## src/rtl/pss_pkg.sv

```systemverilog
// Shared types, constants and saturation helpers for the polygon span setup block.
// No dependencies; imported by the RTL, the checker and the testbench.
`default_nettype none
package pss_pkg;

    localparam int XY_W    = 24;  // vertex x/y, 8 fraction bits
    localparam int UV_W    = 17;  // texture u/v, 16 fraction bits
    localparam int COL_W   = 15;  // pixel column / row
    localparam int STEP_W  = 26;  // per-pixel step, 24 fraction bits
    localparam int OPND_W  = 26;  // multiplier operand width
    localparam int NUM_W   = 2 * OPND_W;  // product / dividend width
    localparam int DEN_W   = 26;  // signed divisor width
    localparam int DMAG_W  = DEN_W - 1;
    localparam int DIV_CYC = NUM_W / 2;  // two quotient bits per cycle
    localparam int CNT_W   = $clog2(DIV_CYC);

    // config register indexes
    localparam logic CFG_CLIP_LEFT  = 1'b0;
    localparam logic CFG_CLIP_RIGHT = 1'b1;

    localparam logic [UV_W-1:0] UV_ONE = UV_W'(65536);
    localparam int STEP_LIM = 16777216;

    typedef struct packed {
        logic                     start;
        logic signed [NUM_W-1:0]  num;
        logic signed [DEN_W-1:0]  den;
    } div_req_t;

    typedef struct packed {
        logic                     done;
        logic signed [NUM_W-1:0]  quot;
    } div_rsp_t;

    function automatic logic [UV_W-1:0] sat_uv(input logic signed [NUM_W+1:0] v);
        logic [UV_W-1:0] r;
        if (v < 0)
            r = '0;
        else if (v > (NUM_W+2)'(65536))
            r = UV_ONE;
        else
            r = v[UV_W-1:0];
        return r;
    endfunction

    function automatic logic signed [STEP_W-1:0] sat_step(input logic signed [NUM_W-1:0] v);
        logic signed [STEP_W-1:0] r;
        if (v > NUM_W'(STEP_LIM))
            r = STEP_W'(STEP_LIM);
        else if (v < -NUM_W'(STEP_LIM))
            r = -STEP_W'(STEP_LIM);
        else
            r = v[STEP_W-1:0];
        return r;
    endfunction

endpackage
`default_nettype wire

```

## src/rtl/pss_div.sv

```systemverilog
// Iterative signed divider, truncating toward zero, two quotient bits per cycle.
// Depends on pss_pkg (div_req_t, div_rsp_t, widths).
`default_nettype none
module pss_div
    import pss_pkg::*;
(
    input  wire logic clk,
    input  wire logic rst_n,
    input  wire div_req_t req,
    output div_rsp_t  rsp
);

    logic                busy_reg;
    logic [CNT_W-1:0]    cnt_reg;
    logic [DMAG_W-1:0]   rem_reg;
    logic [NUM_W-1:0]    quo_reg;
    logic [DMAG_W-1:0]   den_reg;
    logic                neg_reg;
    logic                done_reg;
    logic signed [NUM_W-1:0] quot_reg;

    logic [NUM_W-1:0]    num_mag;
    logic [DEN_W-1:0]    den_abs;
    logic [DMAG_W:0]     r1, r1s, r2, r2s;
    logic                ge1, ge2;
    logic [NUM_W-1:0]    q1, q2;

    assign num_mag = req.num[NUM_W-1] ? NUM_W'(-req.num) : NUM_W'(req.num);
    assign den_abs = req.den[DEN_W-1] ? DEN_W'(-req.den) : DEN_W'(req.den);

    always_comb
    begin
        r1  = {rem_reg, quo_reg[NUM_W-1]};
        ge1 = r1 >= {1'b0, den_reg};
        r1s = ge1 ? r1 - {1'b0, den_reg} : r1;
        q1  = {quo_reg[NUM_W-2:0], ge1};
        r2  = {r1s[DMAG_W-1:0], q1[NUM_W-1]};
        ge2 = r2 >= {1'b0, den_reg};
        r2s = ge2 ? r2 - {1'b0, den_reg} : r2;
        q2  = {q1[NUM_W-2:0], ge2};
    end

    always_ff @(posedge clk or negedge rst_n)
    begin
        if (!rst_n)
        begin
            busy_reg <= 1'b0;
            done_reg <= 1'b0;
            cnt_reg  <= '0;
        end
        else
        begin
            done_reg <= 1'b0;
            if (req.start)
            begin
                busy_reg <= 1'b1;
                cnt_reg  <= '0;
                rem_reg  <= '0;
                quo_reg  <= num_mag;
                den_reg  <= den_abs[DMAG_W-1:0];
                neg_reg  <= req.num[NUM_W-1] ^ req.den[DEN_W-1];
            end
            else if (busy_reg)
            begin
                rem_reg <= r2s[DMAG_W-1:0];
                quo_reg <= q2;
                cnt_reg <= cnt_reg + CNT_W'(1);
                if (cnt_reg == CNT_W'(DIV_CYC - 1))
                begin
                    busy_reg <= 1'b0;
                    done_reg <= 1'b1;
                    quot_reg <= neg_reg ? -$signed(q2) : $signed(q2);
                end
            end
        end
    end

    assign rsp.done = done_reg;
    assign rsp.quot = quot_reg;

endmodule
`default_nettype wire

```

## src/rtl/polygon_scanline_span_setup_top.sv

```systemverilog
// Polygon scanline span setup: edge crossings, clipping and per-pixel texture steps.
// Depends on pss_pkg and pss_div (shared multiply-then-divide unit).
//
//  channel  | handshake          | payload
//  ---------+--------------------+----------------------------------------------
//  edge in  | start / busy       | scan_row, ax, ay, au, av, bx, by, bu, bv, last_edge
//  config   | cfg_we, cfg_addr   | cfg_data (clip_left = 0, clip_right = 1)
//  span out | done (1-cycle beat)| span_start, span_pixels, start_u/v, step_u/v
//
// Every quotient goes through one registered multiplier and one radix-4 divider:
// multiply, launch, divide, then write-back of the quotient.
// An edge off the row or a horizontal edge needs no division, a crossing edge
// three divisions; a last edge adds the clip and step states plus up to six more
// divisions (clip u/v, steps).
// busy is high from the beat accept until the item is finished; done is a single
// cycle strobe and the receiver cannot stall it. Reset clears the clip registers
// to 0 / 1023 and marks no row open; the first edge of a row reloads the ends.
`default_nettype none
module polygon_scanline_span_setup_top
    import pss_pkg::*;
(
    input  wire logic                     clk,
    input  wire logic                     rst_n,
    // config port
    input  wire logic                     cfg_we,
    input  wire logic                     cfg_addr,
    input  wire logic [COL_W-1:0]         cfg_data,
    // edge beat
    input  wire logic                     start,
    output logic                          busy,
    input  wire logic [COL_W-1:0]         scan_row,
    input  wire logic signed [XY_W-1:0]   ax,
    input  wire logic signed [XY_W-1:0]   ay,
    input  wire logic [UV_W-1:0]          au,
    input  wire logic [UV_W-1:0]          av,
    input  wire logic signed [XY_W-1:0]   bx,
    input  wire logic signed [XY_W-1:0]   by,
    input  wire logic [UV_W-1:0]          bu,
    input  wire logic [UV_W-1:0]          bv,
    input  wire logic                     last_edge,
    // span beat
    output logic                          done,
    output logic [COL_W-1:0]              span_start,
    output logic [COL_W-1:0]              span_pixels,
    output logic [UV_W-1:0]               start_u,
    output logic [UV_W-1:0]               start_v,
    output logic signed [STEP_W-1:0]      step_u,
    output logic signed [STEP_W-1:0]      step_v
);

    typedef enum logic [3:0] {
        S_IDLE, S_CLASS, S_MUL, S_DIV, S_WAIT, S_UPD, S_LAST,
        S_CLIPL, S_CLIPR, S_STEP, S_OUT
    } state_t;

    // which quotient the shared unit is working on
    typedef enum logic [3:0] {
        OP_X, OP_U, OP_V, OP_CLU, OP_CLV, OP_CRU, OP_CRV, OP_SU, OP_SV
    } op_t;

    state_t state_reg;
    op_t    op_reg;
    logic   row_open_reg;
    logic [COL_W-1:0] clip_left_reg, clip_right_reg;

    // latched edge
    logic [COL_W-1:0]       row_reg;
    logic signed [XY_W-1:0] ax_reg, ay_reg, bx_reg, by_reg;
    logic [UV_W-1:0]        au_reg, av_reg, bu_reg, bv_reg;
    logic                   last_reg;

    // span ends
    logic signed [XY_W-1:0] left_x_reg, right_x_reg, cx_reg;
    logic [UV_W-1:0]        left_u_reg, left_v_reg, right_u_reg, right_v_reg;
    logic [UV_W-1:0]        cu_reg, cv_reg;

    logic signed [NUM_W-1:0] prod_reg;

    // result
    logic                    done_reg;
    logic [COL_W-1:0]        span_start_reg, span_pixels_reg;
    logic [UV_W-1:0]         start_u_reg, start_v_reg;
    logic signed [STEP_W-1:0] step_u_reg, step_v_reg;

    div_req_t div_req;
    div_rsp_t div_rsp;

    logic signed [XY_W-1:0]   ry, cl_fx, cr_fx;
    logic signed [XY_W:0]     len;
    logic                     hz_on_row, crosses;
    logic signed [OPND_W-1:0] mul_a, mul_b;
    logic signed [DEN_W-1:0]  den_sel;
    logic signed [NUM_W+1:0]  uv_sum;
    logic [UV_W-1:0]          uv_base;
    logic [COL_W-1:0]         p0, p1, sp;
    logic signed [NUM_W-1:0]  q;

    assign ry    = XY_W'({1'b0, row_reg, 8'd0});
    assign cl_fx = XY_W'({1'b0, clip_left_reg, 8'd0});
    assign cr_fx = XY_W'({1'b0, clip_right_reg, 8'd0});
    assign len   = (XY_W+1)'(right_x_reg) - (XY_W+1)'(left_x_reg);
    assign q     = div_rsp.quot;

    // horizontal edge on the row: ay truncated toward zero equals the row
    always_comb
    begin
        if (!ay_reg[XY_W-1])
            hz_on_row = ay_reg[XY_W-1:8] == {1'b0, row_reg};
        else
            hz_on_row = (row_reg == '0) && (ay_reg > -XY_W'(256));
        crosses = !((ay_reg < ry && by_reg < ry) || (ay_reg > ry && by_reg > ry));
    end

    // operand select for the shared multiply/divide
    always_comb
    begin
        case (op_reg)
            OP_X:
            begin
                mul_a   = OPND_W'(ry) - OPND_W'(by_reg);
                mul_b   = OPND_W'(ax_reg) - OPND_W'(bx_reg);
                den_sel = DEN_W'(ay_reg) - DEN_W'(by_reg);
            end
            OP_U, OP_V:
            begin
                mul_a   = (op_reg == OP_U) ?
                          OPND_W'({1'b0, bu_reg}) - OPND_W'({1'b0, au_reg}) :
                          OPND_W'({1'b0, bv_reg}) - OPND_W'({1'b0, av_reg});
                mul_b   = OPND_W'(ry) - OPND_W'(ay_reg);
                den_sel = DEN_W'(by_reg) - DEN_W'(ay_reg);
            end
            OP_CLU, OP_CLV:
            begin
                mul_a   = (op_reg == OP_CLU) ?
                          OPND_W'({1'b0, right_u_reg}) - OPND_W'({1'b0, left_u_reg}) :
                          OPND_W'({1'b0, right_v_reg}) - OPND_W'({1'b0, left_v_reg});
                mul_b   = OPND_W'(cl_fx) - OPND_W'(left_x_reg);
                den_sel = DEN_W'(len);
            end
            OP_CRU, OP_CRV:
            begin
                mul_a   = (op_reg == OP_CRU) ?
                          OPND_W'({1'b0, right_u_reg}) - OPND_W'({1'b0, left_u_reg}) :
                          OPND_W'({1'b0, right_v_reg}) - OPND_W'({1'b0, left_v_reg});
                mul_b   = OPND_W'(right_x_reg) - OPND_W'(cr_fx);
                den_sel = DEN_W'(len);
            end
            OP_SU, OP_SV:
            begin
                mul_a   = (op_reg == OP_SU) ?
                          OPND_W'({1'b0, right_u_reg}) - OPND_W'({1'b0, left_u_reg}) :
                          OPND_W'({1'b0, right_v_reg}) - OPND_W'({1'b0, left_v_reg});
                mul_b   = OPND_W'(65536);
                den_sel = DEN_W'(len);
            end
            default:
            begin
                mul_a   = '0;
                mul_b   = '0;
                den_sel = DEN_W'(1);
            end
        endcase
    end

    // clip write-back: left end moves forward, right end moves back
    always_comb
    begin
        case (op_reg)
            OP_CLU:  uv_base = left_u_reg;
            OP_CLV:  uv_base = left_v_reg;
            OP_CRU:  uv_base = right_u_reg;
            OP_CRV:  uv_base = right_v_reg;
            default: uv_base = '0;
        endcase
        if (op_reg == OP_CLU || op_reg == OP_CLV)
            uv_sum = (NUM_W+2)'({1'b0, uv_base}) + (NUM_W+2)'(q);
        else
            uv_sum = (NUM_W+2)'({1'b0, uv_base}) - (NUM_W+2)'(q);
    end

    // pixel span: left end is never negative here, right end may be
    always_comb
    begin
        p0 = left_x_reg[XY_W-2:8];
        p1 = right_x_reg[XY_W-2:8];
        if (right_x_reg[XY_W-1] || p1 <= p0)
            sp = '0;
        else
            sp = p1 - p0;
    end

    assign div_req.start = (state_reg == S_DIV);
    assign div_req.num   = prod_reg;
    assign div_req.den   = den_sel;

    pss_div u_div (
        .clk   (clk),
        .rst_n (rst_n),
        .req   (div_req),
        .rsp   (div_rsp)
    );

    always_ff @(posedge clk or negedge rst_n)
    begin
        if (!rst_n)
        begin
            state_reg      <= S_IDLE;
            op_reg         <= OP_X;
            row_open_reg   <= 1'b0;
            clip_left_reg  <= '0;
            clip_right_reg <= COL_W'(1023);
            done_reg       <= 1'b0;
        end
        else
        begin
            done_reg <= 1'b0;
            if (cfg_we)
            begin
                case (cfg_addr)
                    CFG_CLIP_LEFT:  clip_left_reg  <= cfg_data;
                    CFG_CLIP_RIGHT: clip_right_reg <= cfg_data;
                    default: ;
                endcase
            end

            case (state_reg)
                S_IDLE:
                begin
                    if (start)
                    begin
                        row_reg  <= scan_row;
                        ax_reg   <= ax;
                        ay_reg   <= ay;
                        au_reg   <= au;
                        av_reg   <= av;
                        bx_reg   <= bx;
                        by_reg   <= by;
                        bu_reg   <= bu;
                        bv_reg   <= bv;
                        last_reg <= last_edge;
                        if (!row_open_reg)
                        begin
                            left_x_reg  <= cr_fx;
                            right_x_reg <= cl_fx;
                            left_u_reg  <= '0;
                            left_v_reg  <= '0;
                            right_u_reg <= '0;
                            right_v_reg <= '0;
                        end
                        row_open_reg <= 1'b1;
                        state_reg    <= S_CLASS;
                    end
                end
                S_CLASS:
                begin
                    if (ay_reg == by_reg)
                    begin
                        if (hz_on_row)
                        begin
                            if (ax_reg < bx_reg)
                            begin
                                left_x_reg  <= ax_reg;
                                left_u_reg  <= au_reg;
                                left_v_reg  <= av_reg;
                                right_x_reg <= bx_reg;
                                right_u_reg <= bu_reg;
                                right_v_reg <= bv_reg;
                            end
                            else
                            begin
                                left_x_reg  <= bx_reg;
                                left_u_reg  <= bu_reg;
                                left_v_reg  <= bv_reg;
                                right_x_reg <= ax_reg;
                                right_u_reg <= au_reg;
                                right_v_reg <= av_reg;
                            end
                        end
                        state_reg <= S_LAST;
                    end
                    else if (crosses)
                    begin
                        op_reg    <= OP_X;
                        state_reg <= S_MUL;
                    end
                    else
                        state_reg <= S_LAST;
                end
                S_MUL:
                begin
                    prod_reg  <= mul_a * mul_b;
                    state_reg <= S_DIV;
                end
                S_DIV:
                    state_reg <= S_WAIT;
                S_WAIT:
                begin
                    if (div_rsp.done)
                    begin
                        case (op_reg)
                            OP_X:
                            begin
                                cx_reg    <= bx_reg + q[XY_W-1:0];
                                op_reg    <= OP_U;
                                state_reg <= S_MUL;
                            end
                            OP_U:
                            begin
                                cu_reg    <= au_reg + q[UV_W-1:0];
                                op_reg    <= OP_V;
                                state_reg <= S_MUL;
                            end
                            OP_V:
                            begin
                                cv_reg    <= av_reg + q[UV_W-1:0];
                                state_reg <= S_UPD;
                            end
                            OP_CLU:
                            begin
                                left_u_reg <= sat_uv(uv_sum);
                                op_reg     <= OP_CLV;
                                state_reg  <= S_MUL;
                            end
                            OP_CLV:
                            begin
                                left_v_reg <= sat_uv(uv_sum);
                                left_x_reg <= cl_fx;
                                state_reg  <= S_CLIPR;
                            end
                            OP_CRU:
                            begin
                                right_u_reg <= sat_uv(uv_sum);
                                op_reg      <= OP_CRV;
                                state_reg   <= S_MUL;
                            end
                            OP_CRV:
                            begin
                                right_v_reg <= sat_uv(uv_sum);
                                right_x_reg <= cr_fx;
                                state_reg   <= S_STEP;
                            end
                            OP_SU:
                            begin
                                step_u_reg <= sat_step(q);
                                op_reg     <= OP_SV;
                                state_reg  <= S_MUL;
                            end
                            OP_SV:
                            begin
                                step_v_reg <= sat_step(q);
                                state_reg  <= S_OUT;
                            end
                            default:
                                state_reg <= S_IDLE;
                        endcase
                    end
                end
                S_UPD:
                begin
                    // strictly beyond the current end
                    if (cx_reg < left_x_reg)
                    begin
                        left_x_reg <= cx_reg;
                        left_u_reg <= cu_reg;
                        left_v_reg <= cv_reg;
                    end
                    if (cx_reg > right_x_reg)
                    begin
                        right_x_reg <= cx_reg;
                        right_u_reg <= cu_reg;
                        right_v_reg <= cv_reg;
                    end
                    state_reg <= S_LAST;
                end
                S_LAST:
                begin
                    if (last_reg)
                    begin
                        row_open_reg <= 1'b0;
                        state_reg    <= S_CLIPL;
                    end
                    else
                        state_reg <= S_IDLE;
                end
                S_CLIPL:
                begin
                    if (left_x_reg < cl_fx)
                    begin
                        if (len > 0)
                        begin
                            op_reg    <= OP_CLU;
                            state_reg <= S_MUL;
                        end
                        else
                        begin
                            left_x_reg <= cl_fx;
                            state_reg  <= S_CLIPR;
                        end
                    end
                    else
                        state_reg <= S_CLIPR;
                end
                S_CLIPR:
                begin
                    if (right_x_reg > cr_fx)
                    begin
                        if (len > 0)
                        begin
                            op_reg    <= OP_CRU;
                            state_reg <= S_MUL;
                        end
                        else
                        begin
                            right_x_reg <= cr_fx;
                            state_reg   <= S_STEP;
                        end
                    end
                    else
                        state_reg <= S_STEP;
                end
                S_STEP:
                begin
                    span_start_reg  <= p0;
                    span_pixels_reg <= sp;
                    start_u_reg     <= (left_u_reg > UV_ONE) ? UV_ONE : left_u_reg;
                    start_v_reg     <= (left_v_reg > UV_ONE) ? UV_ONE : left_v_reg;
                    step_u_reg      <= '0;
                    step_v_reg      <= '0;
                    if (sp != '0)
                    begin
                        op_reg    <= OP_SU;
                        state_reg <= S_MUL;
                    end
                    else
                        state_reg <= S_OUT;
                end
                S_OUT:
                begin
                    done_reg  <= 1'b1;
                    state_reg <= S_IDLE;
                end
                default:
                    state_reg <= S_IDLE;
            endcase
        end
    end

    assign busy        = (state_reg != S_IDLE);
    assign done        = done_reg;
    assign span_start  = span_start_reg;
    assign span_pixels = span_pixels_reg;
    assign start_u     = start_u_reg;
    assign start_v     = start_v_reg;
    assign step_u      = step_u_reg;
    assign step_v      = step_v_reg;

endmodule
`default_nettype wire

```

## config.mk

```make
export PLATFORM = sky130hd
export DESIGN_NAME = polygon_scanline_span_setup_top
export DESIGN_NICKNAME = d
export VERILOG_FILES = /design/src/rtl/pss_pkg.sv /design/src/rtl/pss_div.sv /design/src/rtl/polygon_scanline_span_setup_top.sv
export SDC_FILE = /design/constraint.sdc
export NUM_CORES = 2
export LEC_CHECK = 0
export BUFFER_PORTS_ARGS = -buffer_cell sky130_fd_sc_hd__clkbuf_2
export CAP_MARGIN = 20
export CORE_ASPECT_RATIO = 1.1
export CORE_MARGIN = 2
export CORE_UTILIZATION = 65
export DETAILED_ROUTE_END_ITERATION = 8
export PLACE_DENSITY = 0.84
export SKIP_LAST_GASP = 1
export SYNTH_ARGS = -nofsm -noshare
export SYNTH_HDL_FRONTEND = slang
export SYNTH_SLANG_ARGS = --single-unit
```

## constraint.sdc

```tcl
create_clock -name clk -period 17.09 [get_ports clk]
set_input_delay 2.5635 -clock clk [delete_from_list [all_inputs] [get_ports clk]]
set_output_delay 2.5635 -clock clk [all_outputs]
set_load 0.02 [all_outputs]
```

# ---- Word-level counts from Yosys, hierarchy flattened
# Index checks and enable logic that the tools add are counted.
dict set report classes {
  n_addsub 24
  mul 1
  n_div 0
  n_lt_le_gt_ge 20
  eq_ne 45
  n_shift 0
  n_mux 115
  n_bitwise 3
  n_reduce_logical 46
}
# op n
set op_table {}
lappend op_table {{2-to-1 mux 24 bit} 20}
lappend op_table {{2-to-1 mux 17 bit} 28}
lappend op_table {{case mux 17 bit (4 select lines)} 5}
lappend op_table {{2-to-1 mux 26 bit} 10}
lappend op_table {{case mux 26 bit (5 select lines)} 2}
lappend op_table {{case mux 24 bit (5 select lines)} 2}
lappend op_table {{2-to-1 mux 52 bit} 4}
lappend op_table {{subtractor 24 x 24 -> 25 bit} 8}
lappend op_table {{< comparator 24 bit} 5}
lappend op_table {{negation 52 bit} 2}
lappend op_table {{case mux 26 bit (2 select lines)} 2}
lappend op_table {{2-to-1 mux 25 bit} 4}
lappend op_table {{greater-than comparator 24 bit} 4}
lappend op_table {{case mux 26 bit (3 select lines)} 1}
lappend op_table {{subtractor 17 x 17 -> 18 bit} 4}
lappend op_table {{2-to-1 mux 4 bit} 15}
lappend op_table {{case mux 4 bit (5 select lines)} 3}
lappend op_table {{greater-than comparator 54 x 18 -> 1 bit (second input constant)} 1}
lappend op_table {{< comparator 54 x 1 -> 1 bit (second input constant)} 1}
lappend op_table {{2-to-1 mux 54 bit} 1}
lappend op_table {{adder 18 x 52 -> 53 bit} 1}
lappend op_table {{subtractor 18 x 52 -> 53 bit} 1}
lappend op_table {{>= comparator 26 x 25 -> 1 bit} 2}
lappend op_table {{greater-than comparator 52 x 26 -> 1 bit (second input constant)} 1}
lappend op_table {{47 further kinds} 127}
dict set report totals {
  register_bits 724
  latchBits 0
  ramBits 0
  romBits 0
  in_bits 200
  out_inout_bits 118
  elab_cells 294
  n_memories 0
}

# ---- Longest topological paths before layout
dict set report logic_depth {
  word_depth 10
  mapped_depth 45
}

# ---- Modules after synthesis
# A second synthesis with hierarchy kept.
dict set report hier_totals {
  hier_cells 8362
  hier_area_um2 77424.3
}
# mod n_inst cells_per_inst area_each_um2 seq_area_each_um2
set by_module_without_submodules {}
lappend by_module_without_submodules {polygon_scanline_span_setup_top 1 7153 65821.9 16688.5}
lappend by_module_without_submodules {pss_div 1 1209 11602.4 4829.6}

# ---- Worst setup path after synthesis
# Ideal clock, no wire load.
dict set report synth_timing {
  kind {register -> register}
  startpoint {register ax_reg[0]}
  endpoint {register prod_reg[50], data pin}
  t_arrival_ns 9.913
  required_ns 16.828
  setup_slack_ns 6.915
  stages_incl_launch_ff 42
  cell_sequence {edfxtp_1 -> inv_1 -> ha_1 -> inv_1 -> fa_1 -> a21o_1 -> a21oi_1 -> o21bai_1 -> a21oi_1 -> o21bai_1 -> a41oi_1 -> a21o_1 -> o21ai_0 -> a41o_1 -> nor2_1 -> a311oi_1 -> and2_1 -> clkbuf_1 -> (+6 left out) -> fa_1 -> fa_1 -> fa_1 -> inv_1 -> fa_1 -> inv_1 -> fa_1 -> ha_1 -> nand4_1 -> a2111oi_0 -> o31ai_1 -> a2111oi_0 -> o31a_1 -> o21a_1 -> a31oi_1 -> nand3b_1 -> a21oi_1 -> xor2_1}
}
dict set report synth_between {
  elab_chain_cells 3
}
# element line_no
set synth_rtl {}
lappend synth_rtl {{start, declared} polygon_scanline_span_setup_top.sv:68} ;# logic signed [XY_W-1:0] ax_reg, ay_reg, bx_reg, by_reg;
lappend synth_rtl {{start signal, assigned} polygon_scanline_span_setup_top.sv:232} ;# ax_reg <= ax;
lappend synth_rtl {{subtractor 24 x 24 -> 25 bit} polygon_scanline_span_setup_top.sv:121} ;# mul_b = OPND_W'(ax_reg) - OPND_W'(bx_reg);
lappend synth_rtl {{case mux 26 bit (5 select lines)} polygon_scanline_span_setup_top.sv:117} ;# case (op_reg)
lappend synth_rtl {{multiplier 26 x 26 -> 52 bit} polygon_scanline_span_setup_top.sv:291} ;# prod_reg <= mul_a * mul_b;
lappend synth_rtl {{end signal, assigned} polygon_scanline_span_setup_top.sv:291}
lappend synth_rtl {{end, declared} polygon_scanline_span_setup_top.sv:77} ;# logic signed [NUM_W-1:0] prod_reg;
# Every way passes these cells.
# A chain may end at the register's enable or synchronous reset.

# ---- Worst setup path after layout
# Same ends and word-level chain as after synthesis.

==> flow_summary.yaml <==
synthesis:
  async_reset_ff_share_pct: 6.49
  syn_inst: 8024
  yosysWarnings: 0
  ys_seq_area_share_pct: 28.4
  netlist_top_cells_area: "edfxtp_1 (27%), fa_1 (19%), ha_1 (9.1%), inv_1 (5.2%), nand2_1 (4.2%)"
  ys_ff_latch: 724
  synthFlopType: "edfxtp_1"
  syn-num-nets: 9482
  synth_cell_types: 91
  netlist_area_mm2: 0.0757
  synth_enable_flop_cells: 677
  yosysTopAreaCell: "edfxtp_1"
  avgSynthCellArea_um2: 9.43
  yosys.area.top_type_share_pct: 26.9
worst_setup_path:
  crit_top_cell: "fa_1"
  critical_path_arrival_ps: 13120
  timing.critical_path.required_ps: 17570
  crit_slowest_cell: "a211o_1"
  end_kind: "register"
  crit_fanout: 25
  start_kind: "register"
  slowest_delay_ps: 990
  worstSetupPathType: "register to register"
layout:
  fin_util_pct: 70.8
  nets: 9680
  mostFrequentLayoutCells: "inv_1 (1054), nand2_1 (844), fa_1 (709)"
  drive_gt1_share_pct: 8.98
  areaGrowthSynthToFinish_pct: 8.27
  final_common_cell: "inv_1"
  fillers: 8556
timing:
  skew_ps: 109
  slew_viol_final: 0
  hold_viol_final: 0
  fin_setup_tns_ps: 0
  period_needed_ps: 12640
  slew_headroom_pct: 8.15
  finalCritPeriodShare_pct: 74.0
  worstMarginPinSlew_ps: 1380
  rsz0062_at_grt: "no"
  finalSetupViolCount: 0
  max_freq_ghz: 0.0791
clock_tree:
  htree_levels: 3
  root_buffer: "clkbuf_16"
  cts_sinks: 724
  clk_latency_ps: 770
  clk_transition_reported_paths_ps: 60
  post_cts_buffers: 0
  ctsHoldBuffers: 0
  tritoncts: "yes"
  cts_resized: 0
  numCtsBuffers: 82
  clockBufferDepth: 3
grt:
  grt_max_degree: 81
  track_usage_pct: 48.7
  grt_pass1_wl_um: 423000
  grt_pass1_vias: 66100
  antenna_found_initial: 28
  overflow: 0
die:
  core_area_mm2: 0.116
  ios: 318
  start_util_pct: 65.4
  num_rows: 131
  dieArea_mm2: 0.119
  fp.dieH_um: 362
  dieWidth_um: 329
power:
  p_per_area_mw_per_mm2: 49.8
  ir_drop_mv: 0.107
  power_leakage_nw: 36.1
detailed_routing:
  via_per_inst: 6.81
  drt_iter0_drc: 9778
  drc_errors: 10
  vias: 66800
  ant_nets: 0
  dr.pass1.iters: 9
  wl_um: 290000
  avgRoutedWirePerCell_um: 29.5
min_path:
  min_path_type: "register to register"
flow_run:
  max-cap-violations: 0
placement:
  place_congestion: 1.06
  port_buffers: 317
  hpwl_um: 226000
run_status:
  outcome: "finished, violations left"
  failed_checks: "design-rule violations"
layout make-up:
type | instances | area (um^2) | share of cell area, %
timing repair buffer | 435 | 2520 | 3.08
inverter | 1054 | 3960 | 4.83
antenna | 5 | 12.5 | 0.0153
clock inverter | 47 | 544 | 0.664
multi-input combinational | 5925 | 49300 | 60.2
clock buffer | 101 | 2160 | 2.64
sequential | 724 | 21500 | 26.3
tap | 1529 | 1910 | 2.34
critical path: cells and delay by family (launching register included):
| family | cells | cell delay, ps |
|---|---|---|
| DFF | 1 | 380 |
| adders and majority gates | 10 | 4700 |
| xor gates and xnor gates | 1 | 90 |
| and+or+nand+nor | 3 | 610 |
| buffers and inverters | 5 | 340 |
| AOI/OAI and AO/OA | 18 | 6320 |
per-stage QoR:
stage,power (mW),setup slack (ps),cells,area (um^2),hold WS [ps]
floorplan,2.16,6920,8024,75700,426
global placement,2.26,5220,9654,79000,431
detailed placement,2.26,4880,9658,79100,436
CTS,4.05,4900,9806,81800,453
global route,4.15,4030,9817,81900,469
finish,4.08,4450,9820,81900,468
worst paths after layout:
check                      slack, ps                startpoint  cells after the start                            to
setup / recovery                4450       ax_reg[0]$_DFFE_PP_                     37        prod_reg[50]$_DFFE_PP_
hold reg to reg                  470  left_x_reg[21]$_DFFE_PP_                      0      span_start[13]$_DFFE_PP_
max in group asynchronous      14030                     rst_n                      2  clip_left_reg[2]$_DFFE_PN0P_
hold / removal                   470  left_x_reg[21]$_DFFE_PP_                      0      span_start[13]$_DFFE_PP_
setup reg to reg                4450       ax_reg[0]$_DFFE_PP_                     37        prod_reg[50]$_DFFE_PP_
min in group asynchronous       1770                     rst_n                      1      state_reg[1]$_DFFE_PN0P_
power breakdown:
part	total, mW	leakage [nW]	internal (mW)	switching, mW
clock	1.84	1.31	1.00	0.836
sequential	1.96	7.06	1.94	0.0190
combinational	0.280	27.8	0.118	0.162
total	4.08	36.1	3.06	1.02
cells in the mapped netlist (30+ instances only):
cell,count
a211oi_1,50
a21o_1,141
a21oi_1,424
a222oi_1,55
a22oi_2,30
a31oi_1,62
and2_1,138
and3_1,44
clkbuf_1,285
dfrtp_1,37
edfxtp_1,677
fa_1,709
ha_1,549
inv_1,1054
mux2_2,39
mux2i_1,81
nand2_1,846
nand2b_1,85
nand3_1,129
nand4_1,64
nor2_1,539
nor2b_1,91
nor3_1,121
nor4_1,57
o21a_1,50
o21ai_0,396
o21ai_1,75
o21bai_1,40
o31ai_1,59
o41ai_1,38
or3_1,77
or4_1,36
xnor2_1,303
xor2_1,190
kinds of logic after synthesis:
group	share of synthesized area [%]
AO/OA/AOI/OAI	15.0
flip-flops	28.4
buffers and inverters	6.87
multiplexers	1.65
AND/OR/NAND/NOR	14.5
XOR/XNOR	5.71
adder cells (fa/ha/maj)	27.9
metal layers:
metal	wire length [um]	GRT usage, %	up-vias
met5	262	0	-
met4	25600	34.7	40
met3	42600	16.9	1242
met2	121000	70.4	5225
met1	100000	61.0	32300
li1	-	-	28000
No activity file was read; power rests on OpenSTA's default activity.
